===== config.mk =====
export PLATFORM = sky130hd
export DESIGN_NAME = affine_cipher_printable_ascii
export DESIGN_NICKNAME = d
export VERILOG_FILES = /design/src/sv/affc_pkg.sv /design/src/sv/affc_modred.sv /design/src/sv/affine_cipher_printable_ascii.sv
export SDC_FILE = /design/constraint.sdc
export NUM_CORES = 1
export LEC_CHECK = 0
export ABC_AREA = 1
export BUFFER_PORTS_ARGS = -buffer_cell sky130_fd_sc_hd__buf_2
export CAP_MARGIN = 15
export CORE_MARGIN = 1.5
export CORE_UTILIZATION = 45
export CTS_CLUSTER_SIZE = 12
export DETAILED_ROUTE_END_ITERATION = 6
export PLACE_DENSITY = 0.65
export SYNTH_ARGS = -nofsm -noshare
export SYNTH_HDL_FRONTEND = slang
export SYNTH_SLANG_ARGS = --single-unit

===== constraint.sdc =====
create_clock -name clk -period 4.4 [get_ports clk]
set_clock_uncertainty 0.05 [all_clocks]
set_input_delay 0.88 -clock clk [delete_from_list [all_inputs] [get_ports clk]]
set_output_delay 0.88 -clock clk [all_outputs]
set_load 0.01 [all_outputs]

===== src/sv/affc_pkg.sv =====
// Shared types, constants and the inverse table builder for the affine cipher.
// Used by affc_modred and affine_cipher_printable_ascii; depends on nothing.
`timescale 1ns / 1ps

package affc_pkg;

  localparam logic [7:0] ALPHA_FIRST = 8'd32;
  localparam logic [7:0] ALPHA_LAST  = 8'd126;
  localparam logic [6:0] ALPHA_SIZE  = 7'd95;

  localparam logic [9:0] RECIP_K     = 10'd689;
  localparam int         RECIP_SHIFT = 16;

  localparam logic CMD_ENC = 1'b0;
  localparam logic CMD_DEC = 1'b1;

  localparam logic REG_KEY_MULT = 1'b0;
  localparam logic REG_KEY_ADD  = 1'b1;

  typedef enum logic [1:0] {
    ST_OK       = 2'd0,
    ST_BAD_CHAR = 2'd1,
    ST_NO_INV   = 2'd2
  } status_t;

  typedef struct packed {
    logic    vld;
    status_t status;
  } tag_t;

  typedef logic [6:0] inv_tbl_t [95];

  function automatic inv_tbl_t build_inv_tbl();
    inv_tbl_t tbl;
    for (int a = 0; a < 95; a++) begin
      tbl[a] = 7'd0;
      for (int x = 1; x < 95; x++) begin
        if ((a * x) % 95 == 1) begin
          tbl[a] = 7'(x);
        end
      end
    end
    return tbl;
  endfunction

endpackage


===== src/sv/affc_modred.sv =====
// Two-stage reduction of a 14-bit product modulo 95 by reciprocal multiply.
// Depends on affc_pkg.
`timescale 1ns / 1ps

module affc_modred (
  input  logic              clk,
  input  logic              rst_n,
  input  affc_pkg::tag_t    in_tag,
  input  logic [13:0]       in_prod,
  output affc_pkg::tag_t    out_tag,
  output logic [6:0]        out_rem
);

  logic           q_vld_r;
  affc_pkg::status_t q_status_r;
  logic [13:0]    q_prod_r;
  logic [6:0]     q_quot_r;
  logic [23:0]    quot_full;
  logic [6:0]     quot_nxt;

  logic           r_vld_r;
  affc_pkg::status_t r_status_r;
  logic [6:0]     r_rem_r;
  logic [13:0]    qx95;
  logic [13:0]    rem_full;
  logic [7:0]     rem8;
  logic [7:0]     rem_fix;

  // estimate quotient, may be one low
  assign quot_full = {10'd0, in_prod} * {14'd0, affc_pkg::RECIP_K};
  assign quot_nxt  = quot_full[affc_pkg::RECIP_SHIFT +: 7];

  always_ff @(posedge clk) begin
    if (!rst_n) begin
      q_vld_r <= 1'b0;
    end else begin
      q_vld_r <= in_tag.vld;
    end
    q_status_r <= in_tag.status;
    q_prod_r   <= in_prod;
    q_quot_r   <= quot_nxt;
  end

  // subtract and correct once
  assign qx95     = {7'd0, q_quot_r} * {7'd0, affc_pkg::ALPHA_SIZE};
  assign rem_full = q_prod_r - qx95;
  assign rem8     = rem_full[7:0];
  assign rem_fix  = (rem8 >= {1'b0, affc_pkg::ALPHA_SIZE}) ?
                    rem8 - {1'b0, affc_pkg::ALPHA_SIZE} : rem8;

  always_ff @(posedge clk) begin
    if (!rst_n) begin
      r_vld_r <= 1'b0;
    end else begin
      r_vld_r <= q_vld_r;
    end
    r_status_r <= q_status_r;
    r_rem_r    <= rem_fix[6:0];
  end

  assign out_tag.vld    = r_vld_r;
  assign out_tag.status = r_status_r;
  assign out_rem        = r_rem_r;

endmodule


===== src/sv/affine_cipher_printable_ascii.sv =====
// Top level of the affine cipher over printable ASCII: key registers and pipeline.
// Depends on affc_pkg and affc_modred.
`timescale 1ns / 1ps

//  channel | ports                                   | handshake
//  --------+-----------------------------------------+----------------------------
//  input   | in_command, in_char_in                  | start high, busy low
//  result  | out_char_out, out_status                | out_strobe, one cycle
//  config  | cfg_index, cfg_data                     | cfg_we, written at once
//
//  One item per cycle; each result passes through five register stages: key prep,
//  operand prep, multiply-add, quotient estimate, remainder correction.
//  Reset clears the valid bits and sets key_mult to 1 and key_add to 0.
//  busy stays low; the receiver cannot stall, so nothing is held back.

module affine_cipher_printable_ascii (
  input  logic       clk,
  input  logic       rst_n,
  input  logic       start,
  output logic       busy,
  input  logic       in_command,
  input  logic [7:0] in_char_in,
  output logic       out_strobe,
  output logic [7:0] out_char_out,
  output logic [1:0] out_status,
  input  logic       cfg_we,
  input  logic       cfg_index,
  input  logic [6:0] cfg_data
);

  localparam affc_pkg::inv_tbl_t INV_TBL = affc_pkg::build_inv_tbl();
  localparam int LATENCY = 5;

  logic [6:0] key_mult_r;
  logic [6:0] key_add_r;

  always_ff @(posedge clk) begin
    if (!rst_n) begin
      key_mult_r <= 7'd1;
      key_add_r  <= 7'd0;
    end else if (cfg_we) begin
      unique case (cfg_index)
        affc_pkg::REG_KEY_MULT: key_mult_r <= cfg_data;
        affc_pkg::REG_KEY_ADD:  key_add_r  <= cfg_data;
        default: ;
      endcase
    end
  end

  assign busy = 1'b0;

  // stage 1: reduce keys, check range, look up inverse
  logic [6:0]        a_red;
  logic [6:0]        b_red;
  logic [6:0]        inv_val;
  logic              in_range;
  logic              accept;
  affc_pkg::status_t s1_status_nxt;

  logic              s1_vld_r;
  affc_pkg::status_t s1_status_r;
  logic              s1_dec_r;
  logic [6:0]        s1_x_r;
  logic [6:0]        s1_m1_r;
  logic [6:0]        s1_b_r;

  assign accept   = start & ~busy;
  assign a_red    = (key_mult_r >= affc_pkg::ALPHA_SIZE) ?
                    key_mult_r - affc_pkg::ALPHA_SIZE : key_mult_r;
  assign b_red    = (key_add_r >= affc_pkg::ALPHA_SIZE) ?
                    key_add_r - affc_pkg::ALPHA_SIZE : key_add_r;
  assign inv_val  = INV_TBL[a_red];
  assign in_range = (in_char_in >= affc_pkg::ALPHA_FIRST) &&
                    (in_char_in <= affc_pkg::ALPHA_LAST);

  always_comb begin
    if (!in_range) begin
      s1_status_nxt = affc_pkg::ST_BAD_CHAR;
    end else if (in_command == affc_pkg::CMD_DEC && inv_val == 7'd0) begin
      s1_status_nxt = affc_pkg::ST_NO_INV;
    end else begin
      s1_status_nxt = affc_pkg::ST_OK;
    end
  end

  always_ff @(posedge clk) begin
    if (!rst_n) begin
      s1_vld_r <= 1'b0;
    end else begin
      s1_vld_r <= accept;
    end
    s1_status_r <= s1_status_nxt;
    s1_dec_r    <= (in_command == affc_pkg::CMD_DEC);
    s1_x_r      <= 7'(in_char_in - affc_pkg::ALPHA_FIRST);
    s1_m1_r     <= (in_command == affc_pkg::CMD_DEC) ? inv_val : a_red;
    s1_b_r      <= b_red;
  end

  // stage 2: form operands
  logic [6:0]        diff;
  logic [7:0]        diff_wrap;

  logic              s2_vld_r;
  affc_pkg::status_t s2_status_r;
  logic [6:0]        s2_m1_r;
  logic [6:0]        s2_m2_r;
  logic [6:0]        s2_add_r;

  assign diff_wrap = ({1'b0, s1_x_r} + {1'b0, affc_pkg::ALPHA_SIZE}) - {1'b0, s1_b_r};
  assign diff      = (s1_x_r >= s1_b_r) ? s1_x_r - s1_b_r : diff_wrap[6:0];

  always_ff @(posedge clk) begin
    if (!rst_n) begin
      s2_vld_r <= 1'b0;
    end else begin
      s2_vld_r <= s1_vld_r;
    end
    s2_status_r <= s1_status_r;
    s2_m1_r     <= s1_m1_r;
    s2_m2_r     <= s1_dec_r ? diff : s1_x_r;
    s2_add_r    <= s1_dec_r ? 7'd0 : s1_b_r;
  end

  // stage 3: multiply-add
  affc_pkg::tag_t s3_tag;
  logic           s3_vld_r;
  affc_pkg::status_t s3_status_r;
  logic [13:0]    s3_prod_r;

  always_ff @(posedge clk) begin
    if (!rst_n) begin
      s3_vld_r <= 1'b0;
    end else begin
      s3_vld_r <= s2_vld_r;
    end
    s3_status_r <= s2_status_r;
    s3_prod_r   <= ({7'd0, s2_m1_r} * {7'd0, s2_m2_r}) + {7'd0, s2_add_r};
  end

  assign s3_tag.vld    = s3_vld_r;
  assign s3_tag.status = s3_status_r;

  // stages 4 and 5: reduce mod 95
  affc_pkg::tag_t red_tag;
  logic [6:0]     red_rem;

  affc_modred u_modred (
    .clk     (clk),
    .rst_n   (rst_n),
    .in_tag  (s3_tag),
    .in_prod (s3_prod_r),
    .out_tag (red_tag),
    .out_rem (red_rem)
  );

  assign out_strobe   = red_tag.vld;
  assign out_status   = red_tag.status;
  assign out_char_out = (red_tag.status == affc_pkg::ST_OK) ?
                        {1'b0, red_rem} + affc_pkg::ALPHA_FIRST : 8'd0;

  a_latency: assert property (@(posedge clk) disable iff (!rst_n)
    accept |-> ##LATENCY out_strobe)
    else $error("item did not come out after the pipeline latency");

  a_printable: assert property (@(posedge clk) disable iff (!rst_n)
    (out_strobe && out_status == affc_pkg::ST_OK) |->
      (out_char_out >= affc_pkg::ALPHA_FIRST && out_char_out <= affc_pkg::ALPHA_LAST))
    else $error("ok result outside printable range");

  a_noinv_dec: assert property (@(posedge clk) disable iff (!rst_n)
    (out_strobe && out_status == affc_pkg::ST_NO_INV) |->
      $past(in_command, LATENCY) == affc_pkg::CMD_DEC)
    else $error("missing-inverse status on an encipher item");

endmodule

======== Word level (Yosys, flattened, before mapping) ========
Memory sizes are Yosys's and may differ from the RTL's.
Cells that the tools add are included.
storage, ports and cells
  flip-flop bits (word level) ............. 108
  bits in read-only memories .............. 896
  bits of input ports ..................... 21
  output and inout port bits .............. 12
  word-level logic and storage cells ...... 62
  memories ................................ 1
memories
  name              depth  width  read ports  clocked after memory_dff  write ports  line                                 text
  (name not given)  128    7      1           0                         0            affine_cipher_printable_ascii.sv:72  assign inv_val = INV_TBL[a_red];
cells by class
  $add $sub $neg .......................... 10
  multiply operators ...................... 3
  magnitude comparators ................... 7
  muxes and demuxes ....................... 10
  bitwise logic cells ..................... 2
  reductions and logical operators ........ 6
operators with widths
  kind                                                                   number
  7-bit two-way mux                                                      8
  14-bit by 10-bit multiplier with 23-bit output, second input constant  1
  7-bit subtractor, second input constant                                3
  14-bit by 7-bit adder with 14-bit output                               1
  7-bit >= comparator, second input constant                             2
  7-bit by 7-bit multiplier with 14-bit output                           1
  7-bit subtractor                                                       2
  7-bit by 6-bit adder with 8-bit output, second input constant          1
  8-bit by 6-bit >= comparator with 1-bit output, second input constant  1
  8-bit by 7-bit >= comparator with 1-bit output, second input constant  1
  8-bit >= comparator, second input constant                             1
  8-bit by 7-bit <= comparator with 1-bit output, second input constant  1
  7-bit by 7-bit multiplier with 8-bit output, second input constant     1
  8-bit two-way mux                                                      1
  7-bit inverter with 8-bit output                                       1
  8-bit subtractor                                                       1
  7-bit adder, second input constant                                     1
  7-bit >= comparator                                                    1
  7-bit logical NOT                                                      1
  7-bit by 6-bit subtractor with 7-bit output, second input constant     1
  2-bit AND reduction                                                    2
  1-bit logical AND                                                      2
  2-bit logical NOT                                                      1
  2-bit two-way mux                                                      1
  1-bit inverter                                                         1

======== Depth between registers and ports, before layout ========
  depth in word-level cells ............... 9
  mapped depth ............................ 23
  gate-level depth less buffers ........... 23

======== Hierarchy ========
Synthesis repeated with hierarchy kept, for this count alone.
unflattened totals
  cell total of the unflattened synthesis .. 1356
  area total of the unflattened synthesis .. 10480.1 um^2
by module, submodules not included
  module                         times used  cells each  area each (um^2)  sequential area each (um^2)
  affine_cipher_printable_ascii  1           844         6239.7            1601.5
  affc_modred                    1           512         4240.3            560.5

======== Least setup slack after synthesis ========
OpenSTA, ideal clock, no wires.
  path type ............................... register -> register
  start point ............................. register s2_m2_r[6]
  end point ............................... register s3_prod_r[13]
  setup time .............................. 112 ps
  arrival ................................. 3880 ps
  data required time ...................... 4238 ps
  slack ................................... 358 ps
  cell stages (with the launch flop) ...... 19
  buffers on the path ..................... 0
  clock period less this slack ............ 4042 ps
  cell sequence ........................... dfxtp_1 > nand2_1 > fa_1 > fa_1 > inv_1 > fa_1 > inv_1 > fa_1 > inv_1 > ha_1 > inv_1 > o21bai_1 > a31oi_1 > o21ai_0 > nand2_1 > nand2_1 > nand2_1 > nand3b_1 > nand2_1
between the ends
  longest elaborated chain between the ends .. 2
ends and longest elaborated chain
  what                                          line                                  text
  start, declared                               affine_cipher_printable_ascii.sv:106  logic [6:0] s2_m2_r;
  start signal, assigned                        affine_cipher_printable_ascii.sv:120  s2_m2_r <= s1_dec_r ? diff : s1_x_r;
  7-bit by 7-bit multiplier with 14-bit output  affine_cipher_printable_ascii.sv:137  s3_prod_r <= ({7'd0, s2_m1_r} * {7'd0, s2_m2_r}) + {7'd0, s2_add_r};
  14-bit by 7-bit adder with 14-bit output      affine_cipher_printable_ascii.sv:137
  end signal, assigned                          affine_cipher_printable_ascii.sv:137
  end, declared                                 affine_cipher_printable_ascii.sv:128  logic [13:0] s3_prod_r;
Every way passes these cells.
A chain may end at the register's enable or synchronous reset.

======== Worst setup path after layout ========
  start point ............................. register s3_prod_r[1]
  end point ............................... register u_modred.q_quot_r[5]
between the ends
  longest elaborated chain between the ends .. 1
ends and longest elaborated chain
  what                                            line               text
  14-bit by 10-bit multiplier with 23-bit output  affc_modred.sv:30  assign quot_full = {10'd0, in_prod} * {14'd0, affc_pkg::RECIP_K};
  net u_modred.quot_full[21]                      affc_modred.sv:18  logic [23:0] quot_full;
  end signal, assigned                            affc_modred.sv:41  q_quot_r <= quot_nxt;
  end, declared                                   affc_modred.sv:17  logic [6:0] q_quot_r;
The timed path passes the listed nets, and every way through them passes these cells.

==> qor.yml <==
route:
  first_pass_iters: 7
  avgViaCountPerCell: 4.89
  totalWireLength_um: 19800
  antenna_left: 0
  wl_per_cell_um: 12.5
  drt_iter0_markers: 385
  vias: 7714
  drc: 3
placement:
  place_ws_ns: 0.0697
  dp_hpwl_um: 16300
  dp_cells: 1561
  routabilityCongestion: 0.925
  io_buffers: 31
synthesis:
  synth-seq-area-share: 0.213
  synth-seq-cells: 108
  syn_nets: 1524
  synth_ff_type: "dfxtp_1"
  synth_largest_area_cell: "dfxtp_1"
  ys_warn_count: 0
  synth.most_common_cell: "inv_1"
  synth_edf_count: 0
  synth.distinct_cells: 53
  netlist_instances: 1262
  syn_area_um2: 10100
  synth_top_area_share: 0.213
  async_flop_share: 0
  synth_top_cells_by_area: "dfxtp_1 (21%), ha_1 (20%), fa_1 (16%)"
  ys_top_cells_by_count: "inv_1 (262), nand2_1 (250), ha_1 (162)"
  synth_area_per_cell_um2: 8.03
sta:
  fmax_mhz: 238
  setup_ws_ns: 0.194
  relSlewSlack: 0.540
  fin_crit_sh: 0.956
  tightestPinTransition_ns: 0.690
  setup_tns_ns: 0
  maxSlewViolCount: 0
  setup_violations: 0
  rsz0062_at_grt: "false"
  period_minus_slack_ns: 4.21
  finalHoldViolations: 0
clocking:
  cts_tree: "done"
  htree_levels: 3
  numCtsBuffers: 9
  clk_pin_slew_ns: 0.08
  ctsHoldBuffers: 0
  clock-sinks: 108
  root_buffer: "clkbuf_16"
  cts_buffer_depth: 2
  clock_latency_ns: 0.36
floorplan:
  row_count: 54
  io_pins: 33
  die_h_um: 153
  dieArea_um2: 23400
  start_util: 0.462
  core_area_um2: 22000
  die_w_um: 153
global_route:
  grt_max_degree: 36
  grt_pass1_vias: 7771
  antenna_found_initial: 0
  grtUsageMet2: 0.322
  top_usage_layer: "met2"
  grtUsageMet1: 0.224
  grt_use_met3: 0.0284
  grt_usage: 0.178
  grt_remaining_overflow: 0
  grt_first_pass_wirelength_um: 34600
setup_path:
  worstPathRequired_ns: 4.59
  r2r-end: "u_modred.q_quot_r[5]"
  path_depth: 20
  crit_path_start_kind: "register"
  slowest_stage: "fa_1"
  cp.arrival_ns: 4.40
  critPathBufInv: 5
  cp_top_family: "adder cells"
  end_kind: "register"
  cp_slowest_stage_delay_ns: 0.53
  crit_fanout: 5
  worstSetupPathType: "reg -> reg"
  r2r_cells: 20
  path_cells: "ha_1 -> inv_1 -> fa_1 -> inv_1 -> fa_1 -> ha_1 -> inv_1 -> fa_1 -> inv_1 -> ha_1 -> a21oi_1 -> inv_1 -> nor2_2 -> o21ai_2 -> a21oi_2 -> o21bai_2 -> a31oi_2 -> nor2_1 -> o21ai_0 -> nand2_1"
  reg2reg_setup_slack_ns: 0.19
  r2r-start: "s3_prod_r[1]"
  critical_path.most_common_cell: "inv_1"
hold_path:
  min_path_cells: 0
  worstHoldEndpoint: "u_modred.r_status_r[0]"
  hold_class: "reg -> reg"
  hp-start: "u_modred.q_status_r[0]"
outcome:
  run_status: "finished, violations left"
  violations: "design-rule violations"
cells_and_area:
  fillers: 2116
  antenna_cells: 0
  instances_no_fill: 1578
  layout.nets: 1555
  drive_above_1_share: 0.0971
  area_delta_synth_final_pct: 8.05
run:
  cap_violations: 0
## stage by stage
step | area (um^2) | utilization | hold slack, ns
after CTS | 10900 | 0.496 | 0.276
final | 11000 | 0.499 | 0.274
after detailed placement | 10600 | 0.481 | 0.263
after floorplan | 10100 | - | 0.260
after global placement | 10600 | 0.481 | 0.263
after global routing | 11000 | 0.499 | 0.282
## cells by family (layout without fill, tap and decap cells)
kind of cell,count (synthesis),after routing,share of synthesized area
fa+ha+maj,241,241,0.356
flops,108,108,0.213
simple gates,431,431,0.190
compound gates,134,134,0.0757
buf+inv,291,327,0.114
other cells,1,1,0.000370
xor+xnor,56,56,0.0502
## timing repair
| item | in CTS | in global routing |
|---|---|---|
| endpoints found under the setup margin | 0 | 6 |
| resized for setup | 0 | 25 |
| setup buffers | 0 | 1 |
## flip-flops by register name, indices dropped and copies added (netlist names), 7 cells and up
name / flops
s2_add_r: 7
u_modred.out_rem: 7
s2_m1_r: 7
s1_b_r: 7
u_modred.q_quot_r: 7
s3_prod_r: 14
key_mult_r: 7
u_modred.q_prod_r: 8
s1_m1_r: 7
s1_x_r: 7
key_add_r: 7
s2_m2_r: 7
## layout make-up
class | count | area [um^2] | share of cell area
clock buffer | 9 | 225 | 0.0206
clock inverter | 7 | 100 | 0.00914
multi-input combinational | 863 | 6850 | 0.626
timing repair buffer | 40 | 223 | 0.0203
inverter | 271 | 1020 | 0.0935
tap | 280 | 350 | 0.0320
sequential | 108 | 2180 | 0.199
## worst reg2reg max path, stage by stage, from the launching register on
cell      delay [ns]
dfxtp_2         0.35
ha_1            0.28
inv_1           0.05
fa_1            0.53
inv_1           0.06
fa_1            0.42
ha_1            0.28
inv_1           0.05
fa_1            0.51
inv_1           0.05
ha_1            0.34
a21oi_1         0.16
inv_1           0.08
nor2_2          0.11
o21ai_2         0.07
a21oi_2         0.17
o21bai_2        0.09
a31oi_2         0.19
nor2_1          0.07
o21ai_0         0.14
nand2_1         0.06
## metal layers
metal / part of all wire / vias to the layer above
met2: 0.50 / 148
met5: 0 / -
li1: - / 3985
met1: 0.45 / 3566
met3: 0.037 / 15
met4: 0.0076 / 0
## worst max path at each step
stage	from	end	slack, ns
3_5_place_dp	s2_m2_r[5]	s3_prod_r[13]	0.07
2_1_floorplan	s2_m2_r[6]	s3_prod_r[13]	0.36
3_3_place_gp	s2_m2_r[3]	s3_prod_r[12]	0.18
5_1_grt	s2_m2_r[3]	s3_prod_r[12]	0.002
6_report	s3_prod_r[1]	u_modred.q_quot_r[5]	0.19
4_1_cts	s3_prod_r[1]	u_modred.q_quot_r[5]	0.05
## layout by cell type (no fill, tap or decap), types with 13 or more instances in the layout
| cell type | count |
|---|---|
| nand2_1 | 250 |
| inv_1 | 262 |
| a21oi_1 | 47 |
| nor2_1 | 65 |
| xor2_1 | 31 |
| dfxtp_1 | 95 |
| xnor2_1 | 24 |
| nand3_1 | 62 |
| dfxtp_2 | 13 |
| ha_1 | 162 |
| fa_1 | 79 |
| buf_2 | 31 |
| o21ai_0 | 47 |
Power is left out: the tool's default activity adds up to more than one toggle a clock period on the data nets, which glitch-free logic cannot reach.
